--- config.mk ---
export PLATFORM = sky130hd
export DESIGN_NAME = prefix_expression_stack_evaluator
export DESIGN_NICKNAME = d
export VERILOG_FILES = /design/src/design/pese_pkg.sv /design/src/design/prefix_expression_stack_evaluator.sv /design/src/design/pese_stack_mem.sv /design/src/design/pese_divider.sv
export SDC_FILE = /design/constraint.sdc
export NUM_CORES = 2
export LEC_CHECK = 0
export BUFFER_PORTS_ARGS = -buffer_cell sky130_fd_sc_hd__buf_2
export CAP_MARGIN = 20
export CORE_MARGIN = 5
export CORE_UTILIZATION = 38
export DETAILED_ROUTE_END_ITERATION = 6
export PLACE_DENSITY = 0.59
export SETUP_SLACK_MARGIN = 0.3
export SKIP_LAST_GASP = 1
export SYNTH_ARGS = -nofsm -noshare
export SYNTH_HDL_FRONTEND = slang
export SYNTH_HIERARCHICAL = 1
export SYNTH_SLANG_ARGS = --single-unit
--- constraint.sdc ---
create_clock -name clk_i -period 8.4 [get_ports clk_i]
set_input_delay 0 -clock clk_i [delete_from_list [all_inputs] [get_ports clk_i]]
set_output_delay 0 -clock clk_i [all_outputs]
set_load 0.02 [all_outputs]
--- src/design/pese_pkg.sv ---
// ----------------------------------------------------------------------------
// pese_pkg
// Shared types and constants for the prefix expression stack evaluator.
// ----------------------------------------------------------------------------
package pese_pkg;

  localparam int unsigned DataW             = 32;
  localparam int unsigned DivCntW           = $clog2(DataW);
  localparam int unsigned StackDepthDefault = 64;

  typedef enum logic [2:0] {
    OP_PUSH = 3'd0,
    OP_ADD  = 3'd1,
    OP_SUB  = 3'd2,
    OP_MUL  = 3'd3,
    OP_DIV  = 3'd4,
    OP_REM  = 3'd5
  } op_e;

  typedef enum logic [1:0] {
    ERR_OK        = 2'd0,
    ERR_UNDERFLOW = 2'd1,
    ERR_OVERFLOW  = 2'd2,
    ERR_DIVZERO   = 2'd3
  } err_e;

  typedef enum logic [2:0] {
    ST_IDLE = 3'd0,
    ST_READ = 3'd1,
    ST_DIV  = 3'd2,
    ST_WB   = 3'd3,
    ST_FIN  = 3'd4
  } state_e;

  typedef struct packed {
    logic             start;
    logic [DataW-1:0] dividend;
    logic [DataW-1:0] divisor;
  } div_req_t;

  typedef struct packed {
    logic             done;
    logic [DataW-1:0] quotient;
    logic [DataW-1:0] remainder;
  } div_resp_t;

endpackage

--- src/design/prefix_expression_stack_evaluator.sv ---
// Steps: a push is done as it is accepted; add, subtract and multiply go
// through accept, stack read and write back; divide and remainder with a
// nonzero divisor also wait on the divider, one quotient bit per cycle.
// A last token then moves the answer into the output register once it is free.
// Reset clears the stack count, the error code and the output valid; the stack
// memory is not cleared and needs no clearing pass.
// ----------------------------------------------------------------------------
// prefix_expression_stack_evaluator
// Evaluates prefix expressions fed last token first, using an operand stack
// kept in a synchronous memory with the top entry mirrored in a register.
// ----------------------------------------------------------------------------
module prefix_expression_stack_evaluator #(
  parameter int unsigned STACK_DEPTH = pese_pkg::StackDepthDefault
) (
  input  logic                              clk_i,
  input  logic                              rst_ni,
  input  logic                              in_valid_i,
  output logic                              in_ready_o,
  input  logic [2:0]                        op_i,
  input  logic signed [pese_pkg::DataW-1:0] value_i,
  input  logic                              last_i,
  output logic                              out_valid_o,
  input  logic                              out_ready_i,
  output logic signed [pese_pkg::DataW-1:0] result_o,
  output logic [1:0]                        error_o
);

  localparam int unsigned W     = pese_pkg::DataW;
  localparam int unsigned CntW  = $clog2(STACK_DEPTH + 1);
  localparam int unsigned AddrW = $clog2(STACK_DEPTH);

  pese_pkg::state_e state_q, state_d;
  logic [CntW-1:0]  cnt_q, cnt_d;
  pese_pkg::err_e   err_q, err_d;
  logic [W-1:0]     tos_q, tos_d;
  pese_pkg::op_e    op_q, op_d;
  logic             last_q, last_d;
  logic [W-1:0]     res_q, res_d;
  logic             out_valid_q, out_valid_d;
  logic [W-1:0]     result_q, result_d;
  pese_pkg::err_e   error_q, error_d;

  logic             accept;
  logic             can_pop;
  logic             can_push;
  logic             out_free;
  logic [CntW-1:0]  cnt_m2;
  logic             is_divop;

  logic             mem_we;
  logic [AddrW-1:0] mem_waddr;
  logic [W-1:0]     mem_wdata;
  logic [AddrW-1:0] mem_raddr;
  logic [W-1:0]     mem_rdata;

  pese_pkg::div_req_t  div_req;
  pese_pkg::div_resp_t div_resp;

  assign in_ready_o = (state_q == pese_pkg::ST_IDLE);
  assign accept     = in_valid_i & in_ready_o;
  assign can_pop    = (cnt_q >= CntW'(2));
  assign can_push   = (cnt_q < CntW'(STACK_DEPTH));
  assign out_free   = ~out_valid_q | out_ready_i;
  assign cnt_m2     = cnt_q - CntW'(2);
  assign is_divop   = (op_q == pese_pkg::OP_DIV) || (op_q == pese_pkg::OP_REM);

  pese_stack_mem #(
    .Depth (STACK_DEPTH),
    .AddrW (AddrW)
  ) u_stack_mem (
    .clk_i   (clk_i),
    .we_i    (mem_we),
    .waddr_i (mem_waddr),
    .wdata_i (mem_wdata),
    .raddr_i (mem_raddr),
    .rdata_o (mem_rdata)
  );

  pese_divider u_divider (
    .clk_i  (clk_i),
    .rst_ni (rst_ni),
    .req_i  (div_req),
    .resp_o (div_resp)
  );

  // Next state.
  always_comb begin
    state_d = state_q;
    case (state_q)
      pese_pkg::ST_IDLE: begin
        if (accept) begin
          if (op_i >= 3'(pese_pkg::OP_ADD) && op_i <= 3'(pese_pkg::OP_REM) && can_pop) begin
            state_d = pese_pkg::ST_READ;
          end else if (last_i) begin
            state_d = pese_pkg::ST_FIN;
          end
        end
      end
      pese_pkg::ST_READ: begin
        if (is_divop && (mem_rdata != '0)) begin
          state_d = pese_pkg::ST_DIV;
        end else begin
          state_d = pese_pkg::ST_WB;
        end
      end
      pese_pkg::ST_DIV: begin
        if (div_resp.done) begin
          state_d = pese_pkg::ST_WB;
        end
      end
      pese_pkg::ST_WB: begin
        state_d = last_q ? pese_pkg::ST_FIN : pese_pkg::ST_IDLE;
      end
      pese_pkg::ST_FIN: begin
        if (out_free) begin
          state_d = pese_pkg::ST_IDLE;
        end
      end
      default: begin
        state_d = pese_pkg::ST_IDLE;
      end
    endcase
  end

  // Datapath and memory control.
  always_comb begin
    cnt_d            = cnt_q;
    err_d            = err_q;
    tos_d            = tos_q;
    op_d             = op_q;
    last_d           = last_q;
    res_d            = res_q;
    out_valid_d      = out_valid_q & ~out_ready_i;
    result_d         = result_q;
    error_d          = error_q;
    mem_we           = 1'b0;
    mem_waddr        = cnt_q[AddrW-1:0];
    mem_wdata        = value_i;
    mem_raddr        = cnt_m2[AddrW-1:0];
    div_req.start    = 1'b0;
    div_req.dividend = tos_q;
    div_req.divisor  = mem_rdata;

    case (state_q)
      pese_pkg::ST_IDLE: begin
        if (accept) begin
          op_d   = pese_pkg::op_e'(op_i);
          last_d = last_i;
          case (op_i)
            3'(pese_pkg::OP_PUSH): begin
              if (can_push) begin
                mem_we = 1'b1;
                tos_d  = value_i;
                cnt_d  = cnt_q + 1'b1;
              end else if (err_q == pese_pkg::ERR_OK) begin
                err_d = pese_pkg::ERR_OVERFLOW;
              end
            end
            3'(pese_pkg::OP_ADD), 3'(pese_pkg::OP_SUB), 3'(pese_pkg::OP_MUL),
            3'(pese_pkg::OP_DIV), 3'(pese_pkg::OP_REM): begin
              if (!can_pop && (err_q == pese_pkg::ERR_OK)) begin
                err_d = pese_pkg::ERR_UNDERFLOW;
              end
            end
            default: begin
            end
          endcase
        end
      end
      pese_pkg::ST_READ: begin
        // The top entry is the left operand, the memory word the right one.
        case (op_q)
          pese_pkg::OP_ADD: res_d = tos_q + mem_rdata;
          pese_pkg::OP_SUB: res_d = tos_q - mem_rdata;
          pese_pkg::OP_MUL: res_d = tos_q * mem_rdata;
          pese_pkg::OP_DIV, pese_pkg::OP_REM: begin
            if (mem_rdata == '0) begin
              res_d = '0;
              if (err_q == pese_pkg::ERR_OK) begin
                err_d = pese_pkg::ERR_DIVZERO;
              end
            end else begin
              div_req.start = 1'b1;
            end
          end
          default: res_d = tos_q;
        endcase
      end
      pese_pkg::ST_DIV: begin
        if (div_resp.done) begin
          res_d = (op_q == pese_pkg::OP_DIV) ? div_resp.quotient : div_resp.remainder;
        end
      end
      pese_pkg::ST_WB: begin
        mem_we    = 1'b1;
        mem_waddr = cnt_m2[AddrW-1:0];
        mem_wdata = res_q;
        tos_d     = res_q;
        cnt_d     = cnt_q - 1'b1;
      end
      pese_pkg::ST_FIN: begin
        if (out_free) begin
          out_valid_d = 1'b1;
          result_d    = (cnt_q != '0) ? tos_q : '0;
          error_d     = err_q;
          cnt_d       = '0;
          err_d       = pese_pkg::ERR_OK;
        end
      end
      default: begin
      end
    endcase
  end

  always_ff @(posedge clk_i or negedge rst_ni) begin
    if (!rst_ni) begin
      state_q     <= pese_pkg::ST_IDLE;
      cnt_q       <= '0;
      err_q       <= pese_pkg::ERR_OK;
      out_valid_q <= 1'b0;
    end else begin
      state_q     <= state_d;
      cnt_q       <= cnt_d;
      err_q       <= err_d;
      out_valid_q <= out_valid_d;
    end
  end

  always_ff @(posedge clk_i) begin
    tos_q    <= tos_d;
    op_q     <= op_d;
    last_q   <= last_d;
    res_q    <= res_d;
    result_q <= result_d;
    error_q  <= error_d;
  end

  assign out_valid_o = out_valid_q;
  assign result_o    = result_q;
  assign error_o     = error_q;

endmodule

--- src/design/pese_stack_mem.sv ---
// ----------------------------------------------------------------------------
// pese_stack_mem
// Operand stack storage: one write port, one read port, registered read data.
// ----------------------------------------------------------------------------
module pese_stack_mem #(
  parameter int unsigned Depth = pese_pkg::StackDepthDefault,
  parameter int unsigned AddrW = $clog2(Depth)
) (
  input  logic                       clk_i,
  input  logic                       we_i,
  input  logic [AddrW-1:0]           waddr_i,
  input  logic [pese_pkg::DataW-1:0] wdata_i,
  input  logic [AddrW-1:0]           raddr_i,
  output logic [pese_pkg::DataW-1:0] rdata_o
);

  logic [pese_pkg::DataW-1:0] mem_q [Depth];
  logic [pese_pkg::DataW-1:0] rdata_q;

  always_ff @(posedge clk_i) begin
    if (we_i) begin
      mem_q[waddr_i] <= wdata_i;
    end
  end

  always_ff @(posedge clk_i) begin
    rdata_q <= mem_q[raddr_i];
  end

  assign rdata_o = rdata_q;

endmodule

--- src/design/pese_divider.sv ---
// ----------------------------------------------------------------------------
// pese_divider
// Iterative signed divider: one quotient bit per cycle on magnitudes, then a
// sign fix step. Quotient truncates toward zero.
// ----------------------------------------------------------------------------
module pese_divider (
  input  logic                clk_i,
  input  logic                rst_ni,
  input  pese_pkg::div_req_t  req_i,
  output pese_pkg::div_resp_t resp_o
);

  localparam int unsigned W = pese_pkg::DataW;

  logic                        busy_q, fix_q, done_q;
  logic [pese_pkg::DivCntW-1:0] cnt_q;
  logic [W-1:0]                a_q, d_q, r_q;
  logic                        neg_q_q, neg_r_q;
  logic [W-1:0]                quot_q, rem_q;

  logic [W:0]   trial;
  logic [W:0]   diff;
  logic         fits;

  assign trial = {r_q, a_q[W-1]};
  assign diff  = trial - {1'b0, d_q};
  assign fits  = ~diff[W];

  always_ff @(posedge clk_i or negedge rst_ni) begin
    if (!rst_ni) begin
      busy_q <= 1'b0;
      fix_q  <= 1'b0;
      done_q <= 1'b0;
      cnt_q  <= '0;
    end else begin
      done_q <= 1'b0;
      if (req_i.start) begin
        busy_q <= 1'b1;
        fix_q  <= 1'b0;
        cnt_q  <= '0;
      end else if (busy_q) begin
        cnt_q <= cnt_q + 1'b1;
        if (cnt_q == pese_pkg::DivCntW'(W - 1)) begin
          busy_q <= 1'b0;
          fix_q  <= 1'b1;
        end
      end else if (fix_q) begin
        fix_q  <= 1'b0;
        done_q <= 1'b1;
      end
    end
  end

  always_ff @(posedge clk_i) begin
    if (req_i.start) begin
      a_q     <= req_i.dividend[W-1] ? -req_i.dividend : req_i.dividend;
      d_q     <= req_i.divisor[W-1] ? -req_i.divisor : req_i.divisor;
      r_q     <= '0;
      neg_q_q <= req_i.dividend[W-1] ^ req_i.divisor[W-1];
      neg_r_q <= req_i.dividend[W-1];
    end else if (busy_q) begin
      r_q <= fits ? diff[W-1:0] : trial[W-1:0];
      a_q <= {a_q[W-2:0], fits};
    end else if (fix_q) begin
      // The most negative dividend over -1 wraps back to itself here.
      quot_q <= neg_q_q ? -a_q : a_q;
      rem_q  <= neg_r_q ? -r_q : r_q;
    end
  end

  assign resp_o.done      = done_q;
  assign resp_o.quotient  = quot_q;
  assign resp_o.remainder = rem_q;

endmodule
==> metrics.log <==
INFO  metric rows = 200
INFO  metric synth_mux_area_frac = 0.119
INFO  metric maxSlewHeadroom = 0.219
INFO  metric drt_iter0_markers = 7729
INFO  metric area_growth_syn_to_layout = 12.4%
INFO  metric postCtsSetupBuffers = 0
INFO  metric finalNonFillerCells = 11.3k
INFO  metric postSynthAreaPerCell = 16.1 µm²
INFO  metric cts.path.max_buffers = 4
INFO  metric grt_use_total = 0.213
INFO  metric global_route_wire_length_before_repair = 478 mm
INFO  metric synthesized_area_fraction_occupied_by_ao_oa_aoi_and_oai_cells = 0.0446
INFO  metric ys_seq_elements = 2365
INFO  metric place.port_buffers = 75
INFO  metric antenna_violating_nets_post_route = 0
INFO  metric synth_top_area_cell = sky130_fd_sc_hd__edfxtp_1
INFO  metric finalSetupViolCount = 0
INFO  metric timing.final.hold_violations = 0
INFO  metric placed_cells_incl_taps = 10.9k
INFO  metric synthArstFlopShare = 0.00888
INFO  metric finClkSkew = 0.0804 ns
INFO  metric synth-warning-count = 6
INFO  metric synth_top_cells_by_count = sky130_fd_sc_hd__edfxtp_1 (2280), sky130_fd_sc_hd__nand2_1 (557), sky130_fd_sc_hd__mux4_2 (544)
INFO  metric dieHeight = 555 µm
INFO  metric htree_levels = 4
INFO  metric worstSetupEndpointType = flip-flop
INFO  metric finalWorstSetupSlack = 0.645 ns
INFO  metric placeableCoreArea = 296000 µm²
INFO  metric syn-cell-area = 113000 µm²
INFO  metric arrival = 8.36 ns
INFO  metric synth-edff-count = 2280
INFO  metric die-area = 308000 µm²
INFO  metric source_to_sink_clock_delay_at_the_later_pin_of_the_worst_skew_pair = 0.91 ns
INFO  metric synth_nets = 7644
INFO  metric start_util = 0.381
INFO  metric nets = 7855
INFO  metric antenna_violations_before_repair = 21
INFO  metric worstSetupPathType = flip-flop to flip-flop
INFO  metric grt_overflow = 0
INFO  metric floorplan.die.width = 555 µm
INFO  metric detailed_place_hpwl = 209 mm
INFO  metric fin_tns_setup = 0 ns
INFO  metric drt-vias-per-instance = 5.71
INFO  metric grt_setup_unrepaired = false
INFO  metric max_freq = 129 MHz
INFO  metric post-place-ws = 0.603 ns
INFO  metric yosys-top-cells-area = sky130_fd_sc_hd__edfxtp_1 (61%), sky130_fd_sc_hd__mux4_2 (11%), sky130_fd_sc_hd__fa_1 (7.3%), sky130_fd_sc_hd__ha_1 (2.2%), sky130_fd_sc_hd__and2_1 (1.9%)
INFO  metric drv.max_cap_violation_count = 0
INFO  metric totalWireLength = 332 mm
INFO  metric tritoncts = done
INFO  metric slew_viol_final = 0
INFO  metric period_needed = 7.75 ns
INFO  metric synth_xor_area_frac = 0.0232
INFO  metric crit_required = 9.00 ns
INFO  metric total_cell_area_at_the_placement_stage = 119000 µm²
INFO  metric cts_num_sinks = 2365
INFO  metric gp_routability_congestion = 0.921
INFO  metric adder_cell_share_of_the_synthesized_area = 0.0952
INFO  metric grt_pass1_vias = 65.3k
INFO  metric stdcell_area = 127000 µm²
INFO  metric synth_top_family_by_area = multiplexers
INFO  metric detail_route.first_pass.iterations = 7
INFO  metric post-route-period-util = 0.923
INFO  metric synthFlopType = sky130_fd_sc_hd__edfxtp_1
INFO  metric run_status = finished with violations
INFO  metric start_kind = flip-flop
INFO  metric synth-simple-area-share = 0.0653
INFO  metric route.detailed.drc = 4
INFO  metric synthDistinctLibCells = 95
INFO  metric routed-via-count = 64.8k
INFO  metric ctsRootBufferMaster = sky130_fd_sc_hd__clkbuf_16
INFO  metric regToRegSetupSlack = 0.65 ns
INFO  metric routedWlPerCell = 29.3 µm
INFO  metric worst-slew-pin-transition = 1.16 ns
INFO  metric num_io_pins = 76
INFO  metric clk_transition_reported_paths = 0.07 ns
INFO  metric cts_buffers = 234
INFO  metric syn_inst = 6993
INFO  metric hold_class = input port to flip-flop
INFO  metric largest_net_degree_at_the_start_of_global_routing = 89
INFO  metric violations = DRC
INFO  metric synth_seq_area_share = 0.624
INFO  metric final_layout_size_suffix_gt1_frac = 0.183
INFO  metric synth.top_cell.area_share = 0.608
INFO  metric path_max_fanout = 12
INFO  metric yosys.cell_count.top_type = sky130_fd_sc_hd__edfxtp_1
[logic make-up after synthesis]
logic type	after synthesis
AO/OA/AOI/OAI	749
flip-flops	2365
adder cells (fa/ha/maj)	611
XOR/XNOR	295
buffers and inverters	822
AND/OR/NAND/NOR	1497
multiplexers	654
[cell type report]
cell class | count | area (µm²)
multi-input cells | 3806 | 39700
well taps | 3939 | 4930
clock inverters | 145 | 1380
flip-flops and latches | 2365 | 70300
inverters | 452 | 1710
fillers | 26154 | 169000
repair buffers | 345 | 2600
clock buffers | 274 | 6040
diodes | 11 | 27.5
[worst max-delay path, cell delays in order (launching register included)]
cell                        delay (ns)
sky130_fd_sc_hd__edfxtp_1         0.72
sky130_fd_sc_hd__buf_4            0.36
sky130_fd_sc_hd__and2_1           0.18
sky130_fd_sc_hd__fa_1             0.46
sky130_fd_sc_hd__fa_1             0.52
sky130_fd_sc_hd__fa_1             0.52
sky130_fd_sc_hd__inv_1            0.05
sky130_fd_sc_hd__fa_1             0.47
sky130_fd_sc_hd__inv_1            0.05
sky130_fd_sc_hd__fa_1             0.49
sky130_fd_sc_hd__fa_1             0.57
sky130_fd_sc_hd__fa_1             0.43
sky130_fd_sc_hd__fa_1             0.45
sky130_fd_sc_hd__ha_1             0.41
sky130_fd_sc_hd__and3_1           0.27
sky130_fd_sc_hd__nand2_1          0.08
sky130_fd_sc_hd__a2111oi_0        0.39
sky130_fd_sc_hd__buf_4            0.23
sky130_fd_sc_hd__o2111ai_1        0.15
sky130_fd_sc_hd__a31oi_1          0.23
sky130_fd_sc_hd__xnor2_1          0.10
sky130_fd_sc_hd__a21o_1           0.18
sky130_fd_sc_hd__a32o_1           0.19
[cell usage in the layout, fill, tap and decap left out, types with 40 or more instances in the layout]
| cell | netlist | final |
|---|---|---|
| sky130_fd_sc_hd__xnor2_1 | 206 | 206 |
| sky130_fd_sc_hd__xor2_1 | 86 | 84 |
| sky130_fd_sc_hd__inv_1 | 451 | 449 |
| sky130_fd_sc_hd__and2_1 | 348 | 346 |
| sky130_fd_sc_hd__edfxtp_1 | 2280 | 2280 |
| sky130_fd_sc_hd__clkinv_1 | 0 | 63 |
| sky130_fd_sc_hd__nor2_4 | 0 | 62 |
| sky130_fd_sc_hd__o31ai_1 | 40 | 40 |
| sky130_fd_sc_hd__o21ai_0 | 96 | 94 |
| sky130_fd_sc_hd__nand2b_1 | 41 | 41 |
| sky130_fd_sc_hd__ha_1 | 200 | 200 |
| sky130_fd_sc_hd__dfxtp_1 | 64 | 62 |
| sky130_fd_sc_hd__buf_4 | 28 | 238 |
| sky130_fd_sc_hd__nand2_1 | 557 | 523 |
| sky130_fd_sc_hd__fa_1 | 411 | 411 |
| sky130_fd_sc_hd__mux2i_1 | 108 | 108 |
| sky130_fd_sc_hd__mux4_2 | 544 | 544 |
| sky130_fd_sc_hd__nor2_1 | 286 | 223 |
| sky130_fd_sc_hd__clkbuf_16 | 0 | 234 |
| sky130_fd_sc_hd__a21oi_1 | 202 | 202 |
| sky130_fd_sc_hd__buf_2 | 61 | 75 |
| sky130_fd_sc_hd__a21o_1 | 45 | 45 |
| sky130_fd_sc_hd__o22ai_1 | 89 | 89 |
[worst paths after layout]
| path | start | to | depth (start not counted) |
|---|---|---|---|
| min | value_i[30] | tos_q[30] | 4 |
| max | tos_q[17] | res_q[31] | 22 |
| min in group asynchronous | rst_ni | state_q[0] | 4 |
| max reg2reg | tos_q[17] | res_q[31] | 22 |
| min reg2reg | last_q | state_q[2] | 2 |
| max in group asynchronous | rst_ni | cnt_q[0] | 4 |
[flip-flops by register name, summed over array words and instances (netlist names), 2 cells and up]
register             cells
u_divider/a_q           32
op_q                     3
cnt_q                    7
u_divider/d_q           32
u_divider/rem_q         32
err_q                    2
u_divider/cnt_q          5
u_stack_mem/mem_q     2048
state_q                  3
tos_q                   32
result_o                32
u_stack_mem/rdata_o     32
u_divider/r_q           32
error_o                  2
u_divider/quot_q        32
res_q                   32
[metal layers]
metal | vias up | track usage | wire length [µm]
met3 | 517 | 0.0355 | 28300
met5 | - | 0 | 0
met4 | 0 | 0.0687 | 11900
li1 | 26778 | - | -
met1 | 34531 | 0.306 | 139000
met2 | 2963 | 0.334 | 153000
[per-stage QoR]
step | hold WS (ns) | util
after floorplan | -0.296 | -
after global placement | 0.0717 | 0.402
after detailed placement | 0.0696 | 0.402
after CTS | 0.00229 | 0.428
after global routing | 0.0260 | 0.428
final | 0.0226 | 0.428
[what timing repair did]
action,CTS,global route
resized for setup,0,1
hold endpoints to repair,212,0
setup endpoints to repair,0,4
hold buffers,21,0
Power is left out: the tool's default activity adds up to more than one toggle a clock period on the data nets, which glitch-free logic cannot reach.
